--- src/hw/rtl/fbfl_pkg.sv ---
// Shared types, constants and helper functions of the free-list block allocator.
package fbfl_pkg;

  localparam int ADDR_W     = 32;
  localparam int SIZE_W     = 21;
  localparam int BC_W       = 9;
  localparam int FB_W       = 9;
  localparam int MAX_BLOCKS = 256;
  localparam int IDX_W      = $clog2(MAX_BLOCKS);
  localparam int CNT_W      = $clog2(MAX_BLOCKS + 1);
  localparam int LIM_W      = CNT_W + SIZE_W;
  localparam int PROD_W     = IDX_W + SIZE_W;
  localparam int CMP_W      = (ADDR_W > LIM_W) ? ADDR_W : LIM_W;
  localparam int DIV_STEPS  = (IDX_W + 1) / 2;
  localparam int QDIV_W     = 2 * DIV_STEPS;
  localparam int DCNT_W     = (DIV_STEPS > 1) ? $clog2(DIV_STEPS) : 1;
  localparam int QDEPTH     = 2;
  localparam int QPTR_W     = $clog2(QDEPTH);
  localparam int QCNT_W     = $clog2(QDEPTH + 1);
  localparam int PADDR_W    = 4;
  localparam int PDATA_W    = 32;

  localparam logic [ADDR_W-1:0] BASE_RST = '0;
  localparam logic [SIZE_W-1:0] SIZE_RST = SIZE_W'(64);
  localparam logic [BC_W-1:0]   BC_RST   = BC_W'(256);

  localparam logic [1:0] REG_BASE  = 2'd0;
  localparam logic [1:0] REG_SIZE  = 2'd1;
  localparam logic [1:0] REG_COUNT = 2'd2;

  typedef enum logic [1:0] {
    ST_OK      = 2'd0,
    ST_EMPTY   = 2'd1,
    ST_UNKNOWN = 2'd2
  } status_t;

  typedef enum logic {
    KIND_ALLOC = 1'b0,
    KIND_FREE  = 1'b1
  } kind_t;

  typedef enum logic [1:0] {
    FR_IDLE,
    FR_CHECK,
    FR_DIV,
    FR_PUSH
  } front_state_t;

  typedef enum logic {
    BK_IDLE,
    BK_EXEC
  } back_state_t;

  typedef struct packed {
    kind_t             kind;
    logic [ADDR_W-1:0] block_address;
  } in_item_t;

  typedef struct packed {
    logic [ADDR_W-1:0] granted_address;
    status_t           status;
    logic [FB_W-1:0]   free_blocks;
  } out_item_t;

  // Effective configuration seen by front and back
  typedef struct packed {
    logic [ADDR_W-1:0] base;
    logic [SIZE_W-1:0] size;
    logic [CNT_W-1:0]  count;
    logic [LIM_W-1:0]  lim;
    logic              init;
  } cfg_t;

  // Classified list operation
  typedef struct packed {
    kind_t            kind;
    logic             ok;
    logic [IDX_W-1:0] idx;
  } op_t;

  typedef struct packed {
    logic full;
    logic nonempty;
  } q_status_t;

  function automatic logic [CNT_W-1:0] eff_count(input logic [BC_W-1:0] bc);
    logic [CNT_W-1:0] c;
    if (bc == '0) begin
      c = CNT_W'(1);
    end else if (int'(bc) > MAX_BLOCKS) begin
      c = CNT_W'(MAX_BLOCKS);
    end else begin
      c = CNT_W'(bc);
    end
    return c;
  endfunction

  function automatic logic [SIZE_W-1:0] eff_size(input logic [SIZE_W-1:0] s);
    return (s == '0) ? SIZE_W'(1) : s;
  endfunction

endpackage

--- src/hw/rtl/fbfl_front.sv ---
// Front end: accepts requests, range-checks free addresses and divides them into block indexes.
module fbfl_front (
  input  logic                clk,
  input  logic                rst_n,
  input  logic                start,
  output logic                busy,
  input  fbfl_pkg::in_item_t  in_item,
  input  fbfl_pkg::cfg_t      cfg,
  input  fbfl_pkg::q_status_t q_stat,
  output logic                q_push,
  output fbfl_pkg::op_t       q_data
);

  fbfl_pkg::front_state_t            state_r, state_nxt;
  fbfl_pkg::kind_t                   kind_r;
  logic [fbfl_pkg::ADDR_W-1:0]       diff_r;
  logic [fbfl_pkg::LIM_W-1:0]        rem_r, rem_nxt;
  logic [fbfl_pkg::LIM_W-1:0]        dvs_r;
  logic [fbfl_pkg::QDIV_W-1:0]       quo_r, quo_nxt;
  logic [fbfl_pkg::DCNT_W-1:0]       step_r;
  logic                              ok_r;
  logic                              accept;
  logic                              out_of_range;
  logic                              b_hi, b_lo;
  logic [fbfl_pkg::LIM_W-1:0]        r_mid;
  logic [fbfl_pkg::LIM_W-1:0]        dvs_lo;

  assign accept       = start && (state_r == fbfl_pkg::FR_IDLE);
  assign out_of_range = fbfl_pkg::CMP_W'(diff_r) >= fbfl_pkg::CMP_W'(cfg.lim);

  // two restoring steps per cycle
  always_comb begin
    dvs_lo  = dvs_r >> 1;
    b_hi    = rem_r >= dvs_r;
    r_mid   = b_hi ? (rem_r - dvs_r) : rem_r;
    b_lo    = r_mid >= dvs_lo;
    rem_nxt = b_lo ? (r_mid - dvs_lo) : r_mid;
    quo_nxt = fbfl_pkg::QDIV_W'({quo_r, b_hi, b_lo});
  end

  always_comb begin
    state_nxt = state_r;
    unique case (state_r)
      fbfl_pkg::FR_IDLE: begin
        if (accept) begin
          state_nxt = (in_item.kind == fbfl_pkg::KIND_FREE) ? fbfl_pkg::FR_CHECK
                                                            : fbfl_pkg::FR_PUSH;
        end
      end
      fbfl_pkg::FR_CHECK: begin
        state_nxt = out_of_range ? fbfl_pkg::FR_PUSH : fbfl_pkg::FR_DIV;
      end
      fbfl_pkg::FR_DIV: begin
        if (step_r == '0) state_nxt = fbfl_pkg::FR_PUSH;
      end
      fbfl_pkg::FR_PUSH: begin
        if (!q_stat.full) state_nxt = fbfl_pkg::FR_IDLE;
      end
      default: state_nxt = fbfl_pkg::FR_IDLE;
    endcase
  end

  always_comb begin
    busy        = (state_r != fbfl_pkg::FR_IDLE);
    q_push      = (state_r == fbfl_pkg::FR_PUSH) && !q_stat.full;
    q_data.kind = kind_r;
    q_data.ok   = (kind_r == fbfl_pkg::KIND_ALLOC) || ok_r;
    q_data.idx  = quo_r[fbfl_pkg::IDX_W-1:0];
  end

  always_ff @(posedge clk) begin
    if (!rst_n) begin
      state_r <= fbfl_pkg::FR_IDLE;
    end else begin
      state_r <= state_nxt;
    end
  end

  always_ff @(posedge clk) begin
    unique case (state_r)
      fbfl_pkg::FR_IDLE: begin
        if (accept) begin
          kind_r <= in_item.kind;
          diff_r <= in_item.block_address - cfg.base;
        end
      end
      fbfl_pkg::FR_CHECK: begin
        ok_r   <= 1'b0;
        rem_r  <= fbfl_pkg::LIM_W'(diff_r);
        dvs_r  <= fbfl_pkg::LIM_W'(cfg.size) << (fbfl_pkg::QDIV_W - 1);
        quo_r  <= '0;
        step_r <= fbfl_pkg::DCNT_W'(fbfl_pkg::DIV_STEPS - 1);
      end
      fbfl_pkg::FR_DIV: begin
        rem_r  <= rem_nxt;
        quo_r  <= quo_nxt;
        dvs_r  <= dvs_r >> 2;
        step_r <= step_r - 1'b1;
        if (step_r == '0) ok_r <= (rem_nxt == '0);
      end
      fbfl_pkg::FR_PUSH: begin
      end
      default: begin
      end
    endcase
  end

endmodule

--- src/hw/rtl/fbfl_queue.sv ---
// Short op queue between front end and list engine.
module fbfl_queue (
  input  logic                clk,
  input  logic                rst_n,
  input  logic                push,
  input  fbfl_pkg::op_t       push_data,
  input  logic                pop,
  output fbfl_pkg::op_t       pop_data,
  output fbfl_pkg::q_status_t stat
);

  fbfl_pkg::op_t                slot_r [fbfl_pkg::QDEPTH];
  logic [fbfl_pkg::QPTR_W-1:0]  wr_ptr_r, rd_ptr_r;
  logic [fbfl_pkg::QCNT_W-1:0]  fill_r;

  function automatic logic [fbfl_pkg::QPTR_W-1:0] ptr_inc(
    input logic [fbfl_pkg::QPTR_W-1:0] p
  );
    return (p == fbfl_pkg::QPTR_W'(fbfl_pkg::QDEPTH - 1)) ? '0 : p + 1'b1;
  endfunction

  assign stat.full     = (fill_r == fbfl_pkg::QCNT_W'(fbfl_pkg::QDEPTH));
  assign stat.nonempty = (fill_r != '0);
  assign pop_data      = slot_r[rd_ptr_r];

  always_ff @(posedge clk) begin
    if (!rst_n) begin
      wr_ptr_r <= '0;
      rd_ptr_r <= '0;
      fill_r   <= '0;
    end else begin
      if (push) wr_ptr_r <= ptr_inc(wr_ptr_r);
      if (pop)  rd_ptr_r <= ptr_inc(rd_ptr_r);
      case ({push, pop})
        2'b10:   fill_r <= fill_r + 1'b1;
        2'b01:   fill_r <= fill_r - 1'b1;
        default: fill_r <= fill_r;
      endcase
    end
  end

  always_ff @(posedge clk) begin
    if (push) slot_r[wr_ptr_r] <= push_data;
  end

endmodule

--- src/hw/rtl/fbfl_back.sv ---
// List engine: owns the link memory, head and free count, and issues results.
module fbfl_back (
  input  logic                clk,
  input  logic                rst_n,
  input  fbfl_pkg::cfg_t      cfg,
  input  logic                q_nonempty,
  input  fbfl_pkg::op_t       q_data,
  output logic                q_pop,
  output logic                out_strobe,
  output fbfl_pkg::out_item_t out_item
);

  fbfl_pkg::back_state_t              state_r, state_nxt;
  fbfl_pkg::op_t                      op_r;
  logic [fbfl_pkg::IDX_W-1:0]         head_r, head_nxt;
  logic [fbfl_pkg::CNT_W-1:0]         cnt_r, cnt_nxt;
  logic [fbfl_pkg::IDX_W-1:0]         link_mem [fbfl_pkg::MAX_BLOCKS];
  logic [fbfl_pkg::IDX_W-1:0]         link_q;
  logic [fbfl_pkg::MAX_BLOCKS-1:0]    link_vld_r;
  logic [fbfl_pkg::PROD_W-1:0]        prod_r;
  logic                               link_we;
  logic [fbfl_pkg::IDX_W-1:0]         next_head;
  logic                               out_strobe_r;
  fbfl_pkg::out_item_t                out_item_r, out_item_nxt;

  // unwritten entries still hold the initial chain i -> i+1
  assign next_head = link_vld_r[head_r] ? link_q :
                     (head_r == fbfl_pkg::IDX_W'(fbfl_pkg::MAX_BLOCKS - 1)) ? '0 :
                     head_r + 1'b1;

  always_comb begin
    state_nxt = state_r;
    unique case (state_r)
      fbfl_pkg::BK_IDLE: if (q_nonempty && !cfg.init) state_nxt = fbfl_pkg::BK_EXEC;
      fbfl_pkg::BK_EXEC: state_nxt = fbfl_pkg::BK_IDLE;
      default:           state_nxt = fbfl_pkg::BK_IDLE;
    endcase
  end

  always_comb begin
    q_pop        = (state_r == fbfl_pkg::BK_IDLE) && q_nonempty && !cfg.init;
    link_we      = 1'b0;
    head_nxt     = head_r;
    cnt_nxt      = cnt_r;
    out_item_nxt.granted_address = '0;
    out_item_nxt.status          = fbfl_pkg::ST_OK;
    if (state_r == fbfl_pkg::BK_EXEC) begin
      if (op_r.kind == fbfl_pkg::KIND_ALLOC) begin
        if (cnt_r == '0) begin
          out_item_nxt.status = fbfl_pkg::ST_EMPTY;
        end else begin
          out_item_nxt.granted_address = cfg.base + fbfl_pkg::ADDR_W'(prod_r);
          head_nxt = next_head;
          cnt_nxt  = cnt_r - 1'b1;
        end
      end else begin
        if (!op_r.ok) begin
          out_item_nxt.status = fbfl_pkg::ST_UNKNOWN;
        end else begin
          link_we  = 1'b1;
          head_nxt = op_r.idx;
          if (cnt_r < cfg.count) cnt_nxt = cnt_r + 1'b1;
        end
      end
    end
    out_item_nxt.free_blocks = fbfl_pkg::FB_W'(cnt_nxt);
  end

  always_ff @(posedge clk) begin
    if (!rst_n) begin
      state_r      <= fbfl_pkg::BK_IDLE;
      head_r       <= '0;
      cnt_r        <= fbfl_pkg::eff_count(fbfl_pkg::BC_RST);
      link_vld_r   <= '0;
      out_strobe_r <= 1'b0;
    end else if (cfg.init) begin
      state_r      <= fbfl_pkg::BK_IDLE;
      head_r       <= '0;
      cnt_r        <= cfg.count;
      link_vld_r   <= '0;
      out_strobe_r <= 1'b0;
    end else begin
      state_r      <= state_nxt;
      head_r       <= head_nxt;
      cnt_r        <= cnt_nxt;
      out_strobe_r <= (state_r == fbfl_pkg::BK_EXEC);
      if (link_we) link_vld_r[op_r.idx] <= 1'b1;
    end
  end

  always_ff @(posedge clk) begin
    if (link_we) link_mem[op_r.idx] <= head_r;
    link_q <= link_mem[head_r];
  end

  always_ff @(posedge clk) begin
    if (q_pop) op_r <= q_data;
    prod_r <= head_r * cfg.size;
    if (state_r == fbfl_pkg::BK_EXEC) out_item_r <= out_item_nxt;
  end

  assign out_strobe = out_strobe_r;
  assign out_item   = out_item_r;

endmodule

--- src/hw/rtl/fixed_block_free_list_allocator_core.sv ---
// Top level of the fixed-size block free-list allocator: register port, front, queue, back.
//
// A pool of equal blocks starting at the base register is kept as a LIFO free
// list. Drive start with an item while busy is low: kind allocate pops the head
// block and returns its address, kind free maps block_address back to a block
// index and pushes it (addresses off the block grid or past the count return
// unknown-address status; double frees are not caught). Every item gives
// exactly one result, shown for one cycle with out_strobe; the receiver cannot
// hold it off. An allocate leaves busy high only until its op is pushed into
// the queue; a free first passes a range check and the offset-to-index
// division in the front end, which retires two quotient bits a cycle. Busy
// also stays high while the queue is full. A free whose offset lies past the
// end of the pool skips the division. Each op then passes the queue and the
// list engine's execute state, from which out_strobe is registered.
// The list engine handles one item at a time (registered read of the link
// memory) and pops the next only after it has executed the last. A two-entry
// queue decouples the two halves. Writing block_count rebuilds the list
// (per-entry valid bits); write configuration only while no item is in flight.
module fixed_block_free_list_allocator_core (
  input  logic                                clk,
  input  logic                                rst_n,
  // request channel
  input  logic                                start,
  output logic                                busy,
  input  fbfl_pkg::in_item_t                  in_item,
  // result channel
  output logic                                out_strobe,
  output fbfl_pkg::out_item_t                 out_item,
  // register port
  input  logic                                psel,
  input  logic                                penable,
  input  logic                                pwrite,
  input  logic [fbfl_pkg::PADDR_W-1:0]        paddr,
  input  logic [fbfl_pkg::PDATA_W-1:0]        pwdata,
  output logic [fbfl_pkg::PDATA_W-1:0]        prdata,
  output logic                                pready
);

  logic [fbfl_pkg::ADDR_W-1:0] base_r;
  logic [fbfl_pkg::SIZE_W-1:0] size_r;
  logic [fbfl_pkg::BC_W-1:0]   count_r;
  logic                        init_r;
  logic [fbfl_pkg::LIM_W-1:0]  lim_r;
  logic                        wr_en;
  logic [1:0]                  reg_idx;
  fbfl_pkg::cfg_t              cfg;
  fbfl_pkg::q_status_t         q_stat;
  fbfl_pkg::op_t               q_in, q_out;
  logic                        q_push, q_pop;

  assign pready  = 1'b1;
  assign wr_en   = psel && penable && pwrite && pready;
  assign reg_idx = paddr[3:2];

  // register file
  always_ff @(posedge clk) begin
    if (!rst_n) begin
      base_r  <= fbfl_pkg::BASE_RST;
      size_r  <= fbfl_pkg::SIZE_RST;
      count_r <= fbfl_pkg::BC_RST;
      init_r  <= 1'b0;
    end else begin
      // a count write rebuilds the list on the next cycle
      init_r <= wr_en && (reg_idx == fbfl_pkg::REG_COUNT);
      if (wr_en) begin
        unique case (reg_idx)
          fbfl_pkg::REG_BASE:  base_r  <= fbfl_pkg::ADDR_W'(pwdata);
          fbfl_pkg::REG_SIZE:  size_r  <= fbfl_pkg::SIZE_W'(pwdata);
          fbfl_pkg::REG_COUNT: count_r <= fbfl_pkg::BC_W'(pwdata);
          default: ;
        endcase
      end
    end
  end

  always_comb begin
    unique case (reg_idx)
      fbfl_pkg::REG_BASE:  prdata = fbfl_pkg::PDATA_W'(base_r);
      fbfl_pkg::REG_SIZE:  prdata = fbfl_pkg::PDATA_W'(size_r);
      fbfl_pkg::REG_COUNT: prdata = fbfl_pkg::PDATA_W'(count_r);
      default:             prdata = '0;
    endcase
  end

  // pool span in bytes; a free offset at or past it is rejected before dividing
  always_ff @(posedge clk) begin
    lim_r <= fbfl_pkg::LIM_W'(fbfl_pkg::eff_count(count_r) * fbfl_pkg::eff_size(size_r));
  end

  always_comb begin
    cfg.base  = base_r;
    cfg.size  = fbfl_pkg::eff_size(size_r);
    cfg.count = fbfl_pkg::eff_count(count_r);
    cfg.lim   = lim_r;
    cfg.init  = init_r;
  end

  fbfl_front u_front (
    .clk       (clk),
    .rst_n     (rst_n),
    .start     (start),
    .busy      (busy),
    .in_item   (in_item),
    .cfg       (cfg),
    .q_stat    (q_stat),
    .q_push    (q_push),
    .q_data    (q_in)
  );

  fbfl_queue u_queue (
    .clk       (clk),
    .rst_n     (rst_n),
    .push      (q_push),
    .push_data (q_in),
    .pop       (q_pop),
    .pop_data  (q_out),
    .stat      (q_stat)
  );

  fbfl_back u_back (
    .clk        (clk),
    .rst_n      (rst_n),
    .cfg        (cfg),
    .q_nonempty (q_stat.nonempty),
    .q_data     (q_out),
    .q_pop      (q_pop),
    .out_strobe (out_strobe),
    .out_item   (out_item)
  );

`ifndef SYNTH
  a_q_no_overflow: assert property (@(posedge clk) disable iff (!rst_n)
    q_push |-> !q_stat.full)
    else $error("op queue overflow");

  a_pop_to_result: assert property (@(posedge clk) disable iff (!rst_n)
    q_pop |-> ##2 out_strobe)
    else $error("popped op produced no result");

  a_accept_busy: assert property (@(posedge clk) disable iff (!rst_n)
    (start && !busy) |=> busy)
    else $error("busy not raised after accept");

  a_empty_fields: assert property (@(posedge clk) disable iff (!rst_n)
    (out_strobe && out_item.status == fbfl_pkg::ST_EMPTY) |->
      (out_item.granted_address == '0 && out_item.free_blocks == '0))
    else $error("empty-pool result with nonzero fields");
`endif

endmodule
--- config.mk ---
export PLATFORM = sky130hd
export DESIGN_NAME = fixed_block_free_list_allocator_core
export DESIGN_NICKNAME = d
export VERILOG_FILES = /design/src/hw/rtl/fbfl_pkg.sv /design/src/hw/rtl/fbfl_front.sv /design/src/hw/rtl/fbfl_queue.sv /design/src/hw/rtl/fbfl_back.sv /design/src/hw/rtl/fixed_block_free_list_allocator_core.sv
export SDC_FILE = /design/constraint.sdc
export NUM_CORES = 2
export LEC_CHECK = 0
export ABC_AREA = 1
export BUFFER_PORTS_ARGS = -buffer_cell sky130_fd_sc_hd__buf_2
export CAP_MARGIN = 10
export CORE_MARGIN = 2
export CORE_UTILIZATION = 45
export DETAILED_ROUTE_END_ITERATION = 8
export PLACE_DENSITY = 0.57
export SLEW_MARGIN = 20
export SYNTH_ARGS = -nofsm -noshare
export SYNTH_HDL_FRONTEND = slang
export SYNTH_SLANG_ARGS = --single-unit
export TNS_END_PERCENT = 30
--- constraint.sdc ---
create_clock -name clk -period 10.8 [get_ports clk]
set_clock_uncertainty 0.1 [all_clocks]
set_input_delay 0.54 -clock clk [delete_from_list [all_inputs] [get_ports clk]]
set_output_delay 0.54 -clock clk [all_outputs]
set_load 0.02 [all_outputs]
Word level (Yosys, flattened, before mapping) --
Memories as Yosys holds them, arrays and structs flattened. A register that Yosys moved wholly into a read port is not among the register bits. Index checks and enable logic that the tools add are counted.
Word-level totals: RAM bits 2068, input bits 75, logic and storage cells 147, bits in latches 0, ROM bits 0, output and inout bits 78, flip-flop bits (word level) 550, memories 2
Memories:
- u_back.link_mem | words 256, width 8, read ports 1, clocked after Yosys merged registers in 1, wr ports 1, RTL line fbfl_back.sv:17 | logic [fbfl_pkg::IDX_W-1:0] link_mem [fbfl_pkg::MAX_BLOCKS];
- u_queue.slot_r | words 2, width 10, read ports 1, clocked after Yosys merged registers in 1, wr ports 1, RTL line fbfl_queue.sv:12 | fbfl_pkg::op_t slot_r [fbfl_pkg::QDEPTH];
Operators by class: shift operators 0, order comparisons 8, bitwise gates (word level) 4, div/mod/pow operators 0, reductions and logical operators 32, multiplexer cells 48, equality and inequality tests 14, $mul 2, $add $sub $neg 12
Operator list (count):
- $or 256x256->256 | 1
- $pmux 30 s2 | 2
- $pmux 32 s3 | 1
- $mux 9 | 8
- $mux 30 | 2
- $mux 8 | 5
- $add 32x29->32 | 1
- $ge 32x30->1 | 1
- $sub 32x32->32 | 1
- $ge 30x29->1 | 1
- $ge 30x30->1 | 1
- $logic_not 30->1 | 1
- $mul 9x21->30 | 1
- $sub 30x29->30 | 1
- $sub 30x30->30 | 1
- $mul 8x21->29 | 1
- $logic_not 21->1 | 1
- $mux 21 | 1
- $logic_not 9->1 | 2
- $lt 8x9->1 const B | 2
- $pmux 8 s2 | 1
- $mux 1 | 15
- $mux 2 | 6
- $eq 2x2->1 const B | 5
- 27 further kinds | 58

Longest topological paths before layout --
depth after elaboration 9, depth in mapped cells 36, mapped depth without buffers 35

Modules after synthesis --
Synthesis repeated with hierarchy kept, for this count alone.
Second synthesis, totals: cell total of the unflattened synthesis 12091, area total of the unflattened synthesis 125221.3 µm²
By module, submodules not included:
- fbfl_back | seq. area each 69336.5 µm², cells an instance 9112, area each 103639.4 µm², instances 1
- fbfl_front | seq. area each 3103.0 µm², cells an instance 1579, area each 10935.5 µm², instances 1
- fixed_block_free_list_allocator_core | seq. area each 1861.8 µm², cells an instance 1334, area each 9658.0 µm², instances 1
- fbfl_queue | seq. area each 700.7 µm², cells an instance 66, area each 988.4 µm², instances 1

Worst setup path after synthesis --
Ideal clock, no wire load.
kind reg-to-reg, start point register u_back.head_r[2] in the netlist's numbering, end point register u_back.prod_r[26] in the netlist's numbering, setup slack 1.309 ns, buffers on the path 6, data arrival time 9.268 ns, data required time 10.577 ns, setup time 0.123 ns, period minus slack after synthesis 9.491 ns, cell stages (with the launch flop) 24, path through dfxtp_1 buf_2 buf_2 clkbuf_1 clkbuf_1 buf_1 clkbuf_1 nand2_1 fa_1 fa_1 inv_1 fa_1 inv_1 fa_1 inv_1 ha_1 a21oi_1 o21ai_0 a21oi_1 o21ai_0 a21boi_0 o21ai_0 a21oi_1 xor2_1
On the way: longest elaborated chain between the ends 1
RTL lines:
- start: declaration | RTL line fbfl_back.sv:15 | logic [fbfl_pkg::IDX_W-1:0] head_r, head_nxt;
- start signal: assignment | RTL line fbfl_back.sv:84 | head_r <= head_nxt;
- $mul 8x21->29 | RTL line fbfl_back.sv:98 | prod_r <= head_r * cfg.size;
- end signal: assignment | RTL line fbfl_back.sv:98
- end: declaration | RTL line fbfl_back.sv:20 | logic [fbfl_pkg::PROD_W-1:0] prod_r;
No other way between the ends. A chain may end at the register's enable or synchronous reset.

Final worst setup path --
start point register size_r[16] in the netlist's numbering, end point register lim_r[27] in the netlist's numbering
On the way: longest elaborated chain between the ends 3
RTL lines:
- start: declaration | RTL line fixed_block_free_list_allocator_core.sv:40 | logic [fbfl_pkg::SIZE_W-1:0] size_r;
- start signal: assignment | RTL line fixed_block_free_list_allocator_core.sv:59 | size_r <= fbfl_pkg::SIZE_RST;
- start signal: assignment | RTL line fixed_block_free_list_allocator_core.sv:68 | fbfl_pkg::REG_SIZE: size_r <= fbfl_pkg::SIZE_W'(pwdata);
- $logic_not 21->1 | RTL line fbfl_pkg.sv:99 | return (s == '0) ? SIZE_W'(1) : s;
- $mux 21 (*) | RTL line fbfl_pkg.sv:99
- $mul 9x21->30 (*) | RTL line fixed_block_free_list_allocator_core.sv:87 | lim_r <= fbfl_pkg::LIM_W'(fbfl_pkg::eff_count(count_r) * fbfl_pkg::eff_size(size_r));
- end signal: assignment | RTL line fixed_block_free_list_allocator_core.sv:87
- end: declaration | RTL line fixed_block_free_list_allocator_core.sv:43 | logic [fbfl_pkg::LIM_W-1:0] lim_r;
Every way passes the cells marked *; elsewhere a longest branch is shown, timed or not.

==> run_results.csv <==
group,metric,value,unit
drt,vias,86400,
drt,drc,0,
placement,dp.cells,14600,
grt,overflow,0,
clock_network,cts.sinks,2634,
logic_synthesis,synth_top_family_by_area,"compound AO/OA/AOI/OAI gates",
drt,wl,357000,um
sta,drv_slew,0,
placement,dpl_cell_area,125000,sq um
placement,place_congestion,0.905,
clock_network,cts_buffer_depth,4,
logic_synthesis,synth_fp_nets,12000,
logic_synthesis,synth_flop_cell,"edfxtp_1",
power_and_ir_drop,ir_worst_vdd,236,uV
setup_path,rrSetupSlack,3.31,ns
placement,place_ws,3.47,ns
clock_network,cts_tree,"built",
sta,worst_slew_pin_slew,1.16,ns
clock_network,cts.clk_slew.worst_paths,0.06,ns
sta,rsz0062_at_grt,"no",
setup_path,cp_max_fo,14,
logic_synthesis,synth_warnings,0,
drt,drt_iter0_drc,8982,
grt,grt_antenna_before_repair,12,
clock_network,ctsRootBufferMaster,"clkbuf_16",
logic_synthesis,synthAdderAreaFrac,0.0684,
clock_network,cts_hold_buf,33,
power_and_ir_drop,p_leak,0.0512,uW
setup_path,rr_worst_depth,29,
final_layout,instances_no_fill,15200,
setup_path,cp.required,11.44,ns
setup_path,critical_path.max_stage_delay,0.55,ns
logic_synthesis,synth_top_area_frac,0.548,
setup_path,timing.critical_path.mode_cell,"inv_1",
sta,max_freq,134,MHz
clock_network,clkLatencyLatePin,0.89,ns
final_layout,syn2layout_area_growth,11.2,%
sta,hold_ws,0.0926,ns
placement,io_buffers,149,
grt,grt_pass1_wl,530000,um
grt,grt_usage,0.254,
worst_hold_path,min_path_cells,3,
floorplan,die_area,275000,sq um
logic_synthesis,synthCells,11500,
logic_synthesis,yosysMostFrequentCell,"nor2_1",
logic_synthesis,seq_area_frac_synth,0.616,
clock_network,numCtsBuffers,293,
sta,final.setup.tns,0,ns
logic_synthesis,avgSynthCellArea,10.6,sq um
setup_path,r2r-start,"size_r[16]",
worst_hold_path,hold_start,"in_item[29]",
logic_synthesis,synthSimpleGateAreaFrac,0.116,
logic_synthesis,syn_area,122000,sq um
floorplan,dieWidth,524,um
drt,drt_pass1_iterations,6,
logic_synthesis,synth_edf_count,2223,
floorplan,fp.dieH,524,um
setup_path,startpoint_type,"flip-flop",
outcome,status,"finished, final reports clean",
floorplan,io_pins,153,
final_layout,drive_above_1_share,0.0767,
logic_synthesis,synth_mux_area_frac,0,
setup_path,cp-end-kind,"flip-flop",
logic_synthesis,synthXorXnorAreaFrac,0.0101,
drt,ant_nets,0,
logic_synthesis,yosys-top-cells-count,"nor2_1, edfxtp_1, o21ai_0, nand2_1, inv_1",
setup_path,worst_path_max_delay_cell,"dfxtp_1",
clock_network,post_cts_buffers,0,
power_and_ir_drop,power_per_cell_area,243,nW/um^2
grt,grt_max_degree,184,
drt,wl_per_cell,23.6,um
logic_synthesis,synth_top_area_cell,"edfxtp_1",
grt,grt_pass1_vias,82200,
final_layout,layout.nets,12000,
setup_path,critPathArrivalTime,8.13,ns
placement,dp_hpwl,219000,um
logic_synthesis,synth_compound_area_frac,0.140,
logic_synthesis,synthArstFlopShare,0,
sta,final_hold_viol_count,0,
final_layout,finish.instance_area,135000,sq um
sta,setup_violations,0,
run,maxCapViolCount,0,
worst_hold_path,min_to,"u_front.diff_r[29]",
sta,layout_min_cycle_time,7.49,ns
floorplan,coreArea,269000,sq um
sta,fin_ws,3.31,ns
clock_network,h-tree-depth,5,
logic_synthesis,ys_ff_latch,2634,
floorplan,rows,190,
setup_path,path_class,"flip-flop to flip-flop",
logic_synthesis,ys_types,61,
worst_hold_path,hp-class,"input port to flip-flop",
logic_synthesis,yosys-top-cells-area,"edfxtp_1, nor2_1, o21ai_0, dfxtp_1, fa_1",
sta,slew_headroom,0.223,
sta,period_share,0.693,
floorplan,start_util,0.453,
setup_path,timing.rr.end,"lim_r[27]",
drt,post_drt_via_cell_ratio,5.70,
clock_network,post_cts_resized,0,
## cells in the final DEF (no fill, tap or decap), drive strengths merged, types with 4 or more instances in the layout
cell type	n
nor2	2372
edfxtp	2223
o21ai	1672
nand2	990
inv	881
o22ai	651
clkbuf	415
dfxtp	411
a21oi	310
buf	270
ha	262
fa	252
nand3	143
o21ba	119
xor2	91
clkinv	84
o221ai	64
xnor2	50
a31oi	45
nor3	35
dlygate4sd3	33
nand4	29
bufinv	26
o32ai	23
or2	20
a21o	17
o211ai	17
nor4	15
o21bai	12
o21a	11
a21boi	11
a211oi	6
clkinvlp	6
nand3b	5
diode	4
o31ai	4
## per-layer routing
metal,part of all wire,vias up,track usage
li1,-,39800,-
met1,0.43,42700,0.357
met2,0.46,3233,0.399
met3,0.069,701,0.0368
met4,0.041,6,0.0996
met5,0.00010,-,0
## final cells by class
cell class | instances | area [sq um]
flip-flops and latches | 2634 | 75000
clock buffers | 415 | 8270
diodes | 4 | 10.0
inverters | 887 | 3360
repair buffers | 303 | 2220
clock inverters | 110 | 1300
fillers | 24100 | 133000
multi-input cells | 7247 | 40700
well taps | 3552 | 4440
## worst max-delay path: cells and delay by family (launching register included)
| kind | cells | cell delay (ns) |
|---|---|---|
| adders and majority gates | 5 | 1.99 |
| buffers and inverters | 7 | 1.15 |
| and+or+nand+nor | 10 | 1.61 |
| AOI/OAI and AO/OA | 7 | 1.93 |
| DFF | 1 | 0.55 |
## registers in the layout, indices dropped and copies added, names as in the netlist, 10 cells and up
| name | count |
|---|---|
| u_back.link_vld_r | 256 |
| u_front.rem_r | 30 |
| base_r | 32 |
| u_front.dvs_r | 28 |
| u_back.prod_r | 29 |
| lim_r | 30 |
| size_r | 21 |
| u_front.diff_r | 32 |
| u_back.out_item | 43 |
| u_queue.slot_r | 20 |
| u_back.op_r | 10 |
| u_back.link_mem | 2048 |
## where the power goes
| group | internal, uW | switching [uW] | leakage [uW] |
|---|---|---|---|
| Clock | 5970 | 4050 | 0.00467 |
| Combinational | 3210 | 7550 | 0.0220 |
| Sequential | 11800 | 342 | 0.0245 |
| Total | 21000 | 11900 | 0.0512 |
## through the flow
stage | utilization | power, uW
5_1_grt | 0.504 | 34600
6_report | 0.504 | 32900
2_1_floorplan | - | 19800
3_3_place_gp | 0.467 | 22900
3_5_place_dp | 0.467 | 23000
4_1_cts | 0.504 | 33000
## worst max-delay path by stage
| stage | start | endpoint | slack, ns |
|---|---|---|---|
| 3_3_place_gp | size_r[1] | lim_r[27] | 3.53 |
| 2_1_floorplan | u_back.head_r[2] | u_back.prod_r[26] | 1.31 |
| 3_5_place_dp | size_r[1] | lim_r[27] | 3.47 |
| 4_1_cts | size_r[1] | lim_r[27] | 3.42 |
| 6_report | size_r[16] | lim_r[27] | 3.31 |
| 5_1_grt | size_r[13] | lim_r[27] | 2.87 |
## logic make-up (layout without fill, tap and decap cells)
kind of cell,Yosys count,count (layout)
AO/OA/AOI/OAI,2979,2979
XOR/XNOR,141,141
adder cells (fa/ha/maj),514,514
buffers and inverters,1569,1715
flip-flops,2634,2634
other,1,5
AND/OR/NAND/NOR,3612,3612
No activity file was read; power rests on OpenSTA's default activity.
